**src/rtl/rotor_cipher_encode_core_assert.svh**
```systemverilog
// Assertion macros used by the rotor cipher sequencer, rce_ctrl.
// Users must have clk and rst_n in scope where a macro is expanded.
`ifndef ROTOR_CIPHER_ENCODE_CORE_ASSERT_SVH
`define ROTOR_CIPHER_ENCODE_CORE_ASSERT_SVH

// Property checked at every rising clock edge outside reset.
`define RCE_ASSERT(lbl, prop, msg) \
    lbl: assert property (@(posedge clk) disable iff (!rst_n) prop) else $error(msg);

// Property checked at every rising clock edge, reset included.
`define RCE_ASSERT_ALWAYS(lbl, prop, msg) \
    lbl: assert property (@(posedge clk) prop) else $error(msg);

`endif

```
**src/rtl/rce_ram.sv**
```systemverilog
// Single-port-write, single-port-read synchronous RAM with a registered read.
// Holds the wiring and reflector tables; depends on nothing.
module rce_ram #(
    parameter int DEPTH = 26,
    parameter int DW = 5,
    localparam int AW = $clog2(DEPTH)
) (
    input  logic          clk,
    input  logic          we,
    input  logic [AW-1:0] waddr,
    input  logic [DW-1:0] wdata,
    input  logic [AW-1:0] raddr,
    output logic [DW-1:0] rdata
);
    logic [DW-1:0] mem [DEPTH];
    logic [DW-1:0] rdata_reg;

    always_ff @(posedge clk)
    begin
        if (we)
        begin
            mem[waddr] <= wdata;
        end
        rdata_reg <= mem[raddr];
    end

    assign rdata = rdata_reg;
endmodule

```
**config.mk**
```make
export PLATFORM = sky130hd
export DESIGN_NAME = rce_ram
export DESIGN_NICKNAME = d
export VERILOG_FILES = /design/src/rtl/rotor_cipher_encode_core_assert.svh /design/src/rtl/rce_ram.sv
export SDC_FILE = /design/constraint.sdc
export NUM_CORES = 1
export LEC_CHECK = 0
export BUFFER_PORTS_ARGS = -buffer_cell sky130_fd_sc_hd__buf_2
export CELL_PAD_IN_SITES_DETAIL_PLACEMENT = 1
export CELL_PAD_IN_SITES_GLOBAL_PLACEMENT = 1
export CORE_ASPECT_RATIO = 0.6
export CORE_MARGIN = 2
export CORE_UTILIZATION = 45
export CTS_CLUSTER_DIAMETER = 60
export DETAILED_ROUTE_END_ITERATION = 6
export GPL_ROUTABILITY_DRIVEN = 0
export PLACE_DENSITY = 0.68
export SKIP_CTS_REPAIR_TIMING = 1
export SLEW_MARGIN = 0
export SYNTH_ARGS = -nofsm -noshare
export SYNTH_HDL_FRONTEND = slang
export SYNTH_SLANG_ARGS = --single-unit
```
**constraint.sdc**
```tcl
create_clock -name clk -period 2 [get_ports clk]
set_input_delay 0.1 -clock clk [delete_from_list [all_inputs] [get_ports clk]]
set_output_delay 0.1 -clock clk [all_outputs]
set_load 0.02 [all_outputs]
```
# Word-level counts from Yosys, hierarchy flattened
# Memories as Yosys holds them, arrays and structs flattened. A register that Yosys moved wholly into a read port is not among the register bits.
# Index checks and enable logic that the tools add are counted.
[classes] n_mux=2
[ops] op="$mux W1" count=2
[totals] regBits=0 ramBits=130 output_inout_bits=5 memories=1
[memory_table] memory="mem" words=26 width=5 rd=1 rd_ports_with_merged_regs=1 wr=1 line="rce_ram.sv:15" rtl="logic [DW-1:0] mem [DEPTH];"

# Longest topological paths before layout
# Gate-level depths: netlist of the first run.
[depth] word_depth=2 depth_mapped=7

# Least setup slack after synthesis of the first run
# Ideal clock, no wire load.
[synth_path] kind="input port to flip-flop" start="input raddr[2]" end="register rdata_reg[0], in the netlist rdata[0] (read register of mem)" setup_ps=122 t_arrival_ps=1338 required_time_ps=1878 slack_ps=540 cell_stages=6 n_path_buf=2 path_cell_list="clkbuf_1 -> buf_2 -> mux4_2 -> mux2_2 -> o211ai_1 -> nand3_1"
[synth_rtl] element="start: declaration" line="rce_ram.sv:12" rtl="input logic [AW-1:0] raddr,"
[synth_rtl] element="end: declaration" line="rce_ram.sv:16" rtl="logic [DW-1:0] rdata_reg;"

==> impl_metrics.csv, run 1 <==
group,metric,value,unit
outcome,status,"completed",
die,die_y,88.6,um
logic_synthesis,yosys.area_share.simple,0.0769,
sta,final-setup-viol-count,0,
logic_synthesis,synthMuxAreaShare,0.139,
critical_path,crit_fanout,1,
logic_synthesis,synth_top_area_frac,0.727,
clock_tree,clkTransAtPathRegs,0.06,ns
logic_synthesis,syn_inst,315,
placement,port_buffers,21,
logic_synthesis,yosysMostFrequentCell,"edfxtp_1",
logic_synthesis,synth_seq_cells,135,
logic_synthesis,yosys-top-cells-area,"edfxtp_1 73%, mux2i_1 8.4%, mux4_2 2.5%",
logic_synthesis,synth_edf_count,130,
finish,syn_to_final_growth,16.5,%
clock_tree,htree_num_levels,4,
placement,place_area,5640,um2
logic_synthesis,synthAdderAreaFrac,0,
pwr,p_leak,2.15,nW
finish,drive_gt1_frac,0.189,
pwr,power_density,1070,nW/um2
sta,clock_skew,0.00837,ns
critical_path,path_class,"flop to flop",
clock_tree,clk_latency,0.42,ns
routing,drc_errors,0,
global_routing,antenna_found_initial,0,
sta,finalCritPeriodShare,0.846,
routing,drt_iter0_markers,220,
hold_path,hold_path_class,"primary input to flop",
clock_tree,cts_sinks,135,
global_routing,grt.total_usage,0.203,
critical_path,max_stage_delay,0.49,ns
pwr,vdd_ir_drop_max,0.725,mV
clock_tree,cts_inserted_buffers,17,
critical_path,cp_cell_sequence,"mux4_2 > mux2_2 > o211ai_1 > nand3_1",
clock_tree,cts_buffer_depth,2,
finish,nNetsFinal,364,
logic_synthesis,async_flop_share,0,
critical_path,slowest_stage,"mux4_2",
sta,rsz0062_at_grt,"false",
logic_synthesis,ys_seq_area_frac,0.746,
logic_synthesis,yosysWarnings,0,
placement,dp.final_hpwl,7900,um
sta,min_period,1.69,ns
sta,max_freq,0.591,GHz
routing,vias_per_cell,5.47,
sta,hold_viol_final,0,
finish,stdcell_count,519,
die,coreArea,11400,um2
logic_synthesis,synthTopCellsByCount,"130 x edfxtp_1, 45 x mux2i_1, 29 x nor2_1",
global_routing,grt_max_degree,27,
placement,dp_cells,488,
critical_path,cp_top_family,"multiplexers",
finish,largest_reg_flops,130,
logic_synthesis,netlist_area,5370,um2
critical_path,worstSetupEndpointType,"flop",
routing,first_pass_iters,4,
logic_synthesis,synth.avg_cell_area,17.0,um2
logic_synthesis,synth_xor_xnor_area_share,0,
logic_synthesis,synth_top_cell_by_area,"edfxtp_1",
routing,wl,12100,um
die,num_rows,30,
clock_tree,cts_tree,"built",
die,die_area,12800,um2
sta,max-slew-margin-rel,0.595,
logic_synthesis,synth_top_family_by_area,"multiplexers",
sta,fin_setup_tns,0,ns
global_routing,grt_pass1_vias,2842,
logic_synthesis,synth_nets,332,
finish,diodes,0,
routing,ant_nets,0,
sta,report.final.slew_viol_count,0,
die,io_pins,22,
die,initial_core_util,0.469,
logic_synthesis,ys_types,25,
sta,tightest_slew,0.606,ns
logic_synthesis,synth_ff_type,"edfxtp_1",
routing,wl_per_cell,23.4,um
global_routing,grt-ovfl-total,0,
critical_path,worst-path-buf-inv,0,
critical_path,startpoint_type,"flop",
finish,fin_area,6250,um2
die,die_w,145,um
logic_synthesis,synth-compound-area-share,0.0233,
job,maxCapViolCount,0,
clock_tree,cts_root_buf,"clkbuf_16",
routing,vias,2837,
global_routing,grt_pass1_wl,18100,um
critical_path,cp.arrival,1.98,ns
critical_path,cp_data_required_time,2.29,ns
==> worst min-delay path, stage by stage <==
cell      delay, ns
buf_2          0.16
o211ai_1       0.10
nand3_1        0.07
==> power breakdown <==
group	switching [mW]	internal (mW)
Sequential	0.0162	3.14
Clock	1.15	2.06
Combinational	0.218	0.113
Total	1.39	5.32
==> metal layers <==
| layer | GRT usage | vias up | share of wire |
|---|---|---|---|
| met5 | 0 | - | 0 |
| met4 | 0.0675 | 0 | 0.0073 |
| met3 | 0.0505 | 10 | 0.054 |
| met2 | 0.286 | 75 | 0.42 |
| met1 | 0.311 | 1458 | 0.52 |
| li1 | - | 1294 | - |
==> layout make-up <==
class | instances | area, um2
Multi-Input combinational cell | 167 | 1280
Clock inverter | 14 | 184
Timing Repair Buffer | 26 | 155
Sequential cell | 135 | 4000
Clock buffer | 17 | 425
Fill cell | 1049 | 5190
Tap cell | 160 | 200
==> per-stage QoR <==
stage,hold WS [ns],power [mW],util,setup slack [ns]
floorplan,0.199,3.40,-,0.540
global placement,0.490,3.54,0.493,0.161
detailed placement,0.494,3.55,0.493,0.121
CTS,0.0588,6.75,0.546,0.310
global route,0.0937,6.88,0.546,0.247
finish,0.0821,6.71,0.546,0.308
==> cells in the final DEF, fill, tap and decap left out, types with 5 or more instances in the layout <==
cell type and count:
nand2_1 21, a22oi_1 5, nand4_1 5, a21oi_1 10, nor2_1 29, o211ai_1 5, clkbuf_16 17, mux2_2 5
nand3_1 16, mux4_2 6, dfxtp_1 5, nand3b_1 5, buf_2 21, edfxtp_1 130, mux2i_1 45
==> logic make-up (layout without fill, tap and decap cells) <==
| group | after synthesis | count (layout) |
|---|---|---|
| flops | 135 | 135 |
| simple gates | 87 | 87 |
| mux | 60 | 60 |
| compound gates | 20 | 20 |
| buf+inv | 13 | 57 |
==> final timing paths <==
check	start	end	slack, ns	cells after the start
max	mem[15][2]	rdata[2]	0.31	4
min	raddr[3]	rdata[1]	0.08	3
max reg2reg	mem[15][2]	rdata[2]	0.31	4
min reg2reg	mem[20][3]	rdata[3]	0.65	4
Power figures use the tool's default switching activity.
==> run 2, diff against run 1 <==
--- a/config.mk
+++ b/config.mk
@@ -5,16 +5,17 @@
 export SDC_FILE = /design/constraint.sdc
 export NUM_CORES = 1
 export LEC_CHECK = 0
+export ABC_AREA = 1
 export BUFFER_PORTS_ARGS = -buffer_cell sky130_fd_sc_hd__buf_2
 export CELL_PAD_IN_SITES_DETAIL_PLACEMENT = 1
 export CELL_PAD_IN_SITES_GLOBAL_PLACEMENT = 1
 export CORE_ASPECT_RATIO = 0.6
 export CORE_MARGIN = 2
-export CORE_UTILIZATION = 45
+export CORE_UTILIZATION = 44
 export CTS_CLUSTER_DIAMETER = 60
 export DETAILED_ROUTE_END_ITERATION = 6
 export GPL_ROUTABILITY_DRIVEN = 0
-export PLACE_DENSITY = 0.68
+export PLACE_DENSITY = 0.73
 export SKIP_CTS_REPAIR_TIMING = 1
 export SLEW_MARGIN = 0
 export SYNTH_ARGS = -nofsm -noshare
==> constraint.sdc (replaced) <==
create_clock -name clk -period 1.46 [get_ports clk]
set_input_delay 0.073 -clock clk [delete_from_list [all_inputs] [get_ports clk]]
set_output_delay 0.073 -clock clk [all_outputs]
set_load 0.02 [all_outputs]
==> impl_metrics.csv, run 2 <==
group,metric,value,unit
sta,max_freq,0.830,GHz
sta,hold_viol_final,0,
placement,dp.final_hpwl,9810,um
clock_tree,cts_tree,"built",
finish,fillers,1351,
critical_path,rrSetupSlack,0.26,ns
routing,drc_errors,0,
pwr,power_density,1410,nW/um2
die,num_rows,32,
global_routing,antenna_found_initial,0,
sta,fin_setup_tns,0,ns
global_routing,grt_pass1_wl,23800,um
finish,layout_common_cells,"175 x nand2_1, 130 x edfxtp_1, 101 x nand3_1, 36 x nor2_1, 26 x buf_4",
finish,largest_reg_flops,130,
routing,wl_per_cell,20.6,um
sta,max-slew-margin-rel,0.587,
logic_synthesis,synth_nets,533,
logic_synthesis,yosysWarnings,0,
critical_path,cp_cell_sequence,"nand2_1 > nand3_1 > nand3_1 > nand2_1 > nand2_1 > nand2_1 > nand2_1 > nand2_1",
sta,report.final.slew_viol_count,0,
global_routing,grt.total_usage,0.243,
die,coreArea,12700,um2
finish,syn_to_final_growth,17.8,%
logic_synthesis,synth_edf_count,130,
logic_synthesis,syn_inst,516,
sta,tightest_slew,0.619,ns
clock_tree,htree_num_levels,4,
critical_path,worstSetupStartpoint,"mem[9][3]",
routing,wl,15400,um
critical_path,worst_path_most_repeated_cell,"nand2_1",
job,maxCapViolCount,0,
logic_synthesis,synth_seq_cells,135,
routing,drt_iter0_markers,324,
critical_path,cp_data_required_time,1.78,ns
finish,seq_area,4000,um2
critical_path,path_class,"flop to flop",
logic_synthesis,synth_top_cell_by_area,"edfxtp_1",
global_routing,grt-ovfl-total,0,
logic_synthesis,synthTopCellsByCount,"175 x nand2_1, 130 x edfxtp_1, 101 x nand3_1",
sta,min_period,1.20,ns
critical_path,cp.arrival,1.52,ns
die,io_pins,22,
clock_tree,clkTransAtPathRegs,0.06,ns
logic_synthesis,ys_types,12,
logic_synthesis,netlist_area,5660,um2
logic_synthesis,synth_ff_type,"edfxtp_1",
pwr,p_leak,2.64,nW
routing,vias,3985,
logic_synthesis,async_flop_share,0,
routing,ant_nets,0,
finish,drive_gt1_frac,0.172,
critical_path,reg2reg_depth,8,
die,die_w,150,um
clock_tree,cts_inserted_buffers,17,
critical_path,worst-path-buf-inv,0,
finish,multiInputGateArea,1320,um2
critical_path,rr_startpoint,"mem[9][3]",
routing,vias_per_cell,5.35,
hold_path,min_from,"raddr[3]",
clock_tree,cts_buffer_depth,2,
finish,final_common_cell,"nand2_1",
hold_path,hold_end,"rdata[2]",
critical_path,max_stage_delay,0.38,ns
die,die_y,91.9,um
hold_path,hold_path_class,"primary input to flop",
logic_synthesis,yosysMostFrequentCell,"nand2_1",
critical_path,slowest_stage,"edfxtp_1",
global_routing,grt_max_degree,36,
logic_synthesis,synth_top_area_frac,0.689,
clock_tree,clk_latency,0.43,ns
critical_path,cp_top_family,"simple AND/OR/NAND/NOR gates",
global_routing,grt_pass1_vias,4052,
finish,diodes,0,
outcome,status,"completed",
critical_path,crit_fanout,1,
logic_synthesis,yosys-top-cells-area,"edfxtp_1 69%, nand2_1 12%, nand3_1 8.9%",
clock_tree,cts_sinks,135,
sta,final-setup-viol-count,0,
finish,nNetsFinal,579,
finish,post-route-util,0.526,
routing,first_pass_iters,4,
placement,port_buffers,21,
critical_path,startpoint_type,"flop",
logic_synthesis,ys_seq_area_frac,0.707,
die,die_area,13800,um2
logic_synthesis,synth.avg_cell_area,11.0,um2
pwr,vdd_ir_drop_max,0.868,mV
sta,finalCritPeriodShare,0.825,
die,initial_core_util,0.446,
sta,rsz0062_at_grt,"false",
critical_path,timing.rr.end,"rdata[3]",
hold_path,hold_path_depth,5,
sta,clock_skew,0.00502,ns
sta,whs,0.0844,ns
clock_tree,cts_root_buf,"clkbuf_16",
critical_path,worstSetupEndpointType,"flop",
[run 2: cell count changes in the layout (fill, tap and decap cells not counted), sizes merged, moves of 5 or more]
cell    previous run  this run
o21ai              0         5
nand3b             5         0
mux4              10         0
mux2i             45         0
buf               26        50
a22oi              5         0
nand3             16       101
nand4              5         0
mux2               5         0
nand2             21       175
o211ai             5         0
a21oi             10         0
inv                0        41
nor2              29        36
[run 2: cell families after synthesis]
group | Yosys count | share of synthesized area
flip-flops | 135 | 0.707
buffers and inverters | 64 | 0.0594
AND/OR/NAND/NOR | 312 | 0.229
AO/OA/AOI/OAI | 5 | 0.00442
[run 2: area by class of cell]
type	instances	area share
sequential	135	0.600
multi-input combinational	317	0.198
clock buffer	19	0.0649
timing repair buffer	51	0.0555
tap	170	0.0319
clock inverter	13	0.0268
inverter	40	0.0225
[run 2: tightest hold or removal path, delay by kind of cell]
family	cells	cell delay [ns]
buf+inv	1	0.14
simple gates	4	0.26
[run 2: through the flow]
stage / area [um2] / setup WS (ns) / power, mW / std cells
global route: 6670 / 0.152 / 9.69 / 745
CTS: 6660 / 0.269 / 9.46 / 744
global placement: 6050 / 0.148 / 4.96 / 712
floorplan: 5660 / 0.531 / 4.73 / 516
detailed placement: 6050 / 0.0778 / 4.98 / 712
finish: 6670 / 0.256 / 9.42 / 745
[run 2: worst max-delay path by stage]
stage / end / slack [ns] / cells after the start
floorplan: mem[0][0] / 0.53 / 3
global placement: mem[8][1] / 0.15 / 4
detailed placement: mem[4][2] / 0.08 / 4
CTS: rdata[3] / 0.27 / 8
global route: rdata[3] / 0.15 / 8
finish: rdata[3] / 0.26 / 8
[run 2: metal layers]
layer | part of all wire | wire, um | GRT usage | vias to the layer above
li1 | - | - | - | 1831
met1 | 0.48 | 7340 | 0.358 | 1997
met2 | 0.44 | 6710 | 0.340 | 132
met3 | 0.067 | 1030 | 0.0711 | 25
met4 | 0.018 | 279 | 0.0912 | 0
met5 | 0 | 0 | 0 | -
[run 2: power breakdown]
group / switching (mW) / internal, mW / total [mW]
Combinational: 0.431 / 0.165 / 0.596
Sequential: 0.0159 / 4.31 / 4.32
Clock: 1.65 / 2.85 / 4.50
Total: 2.10 / 7.32 / 9.42
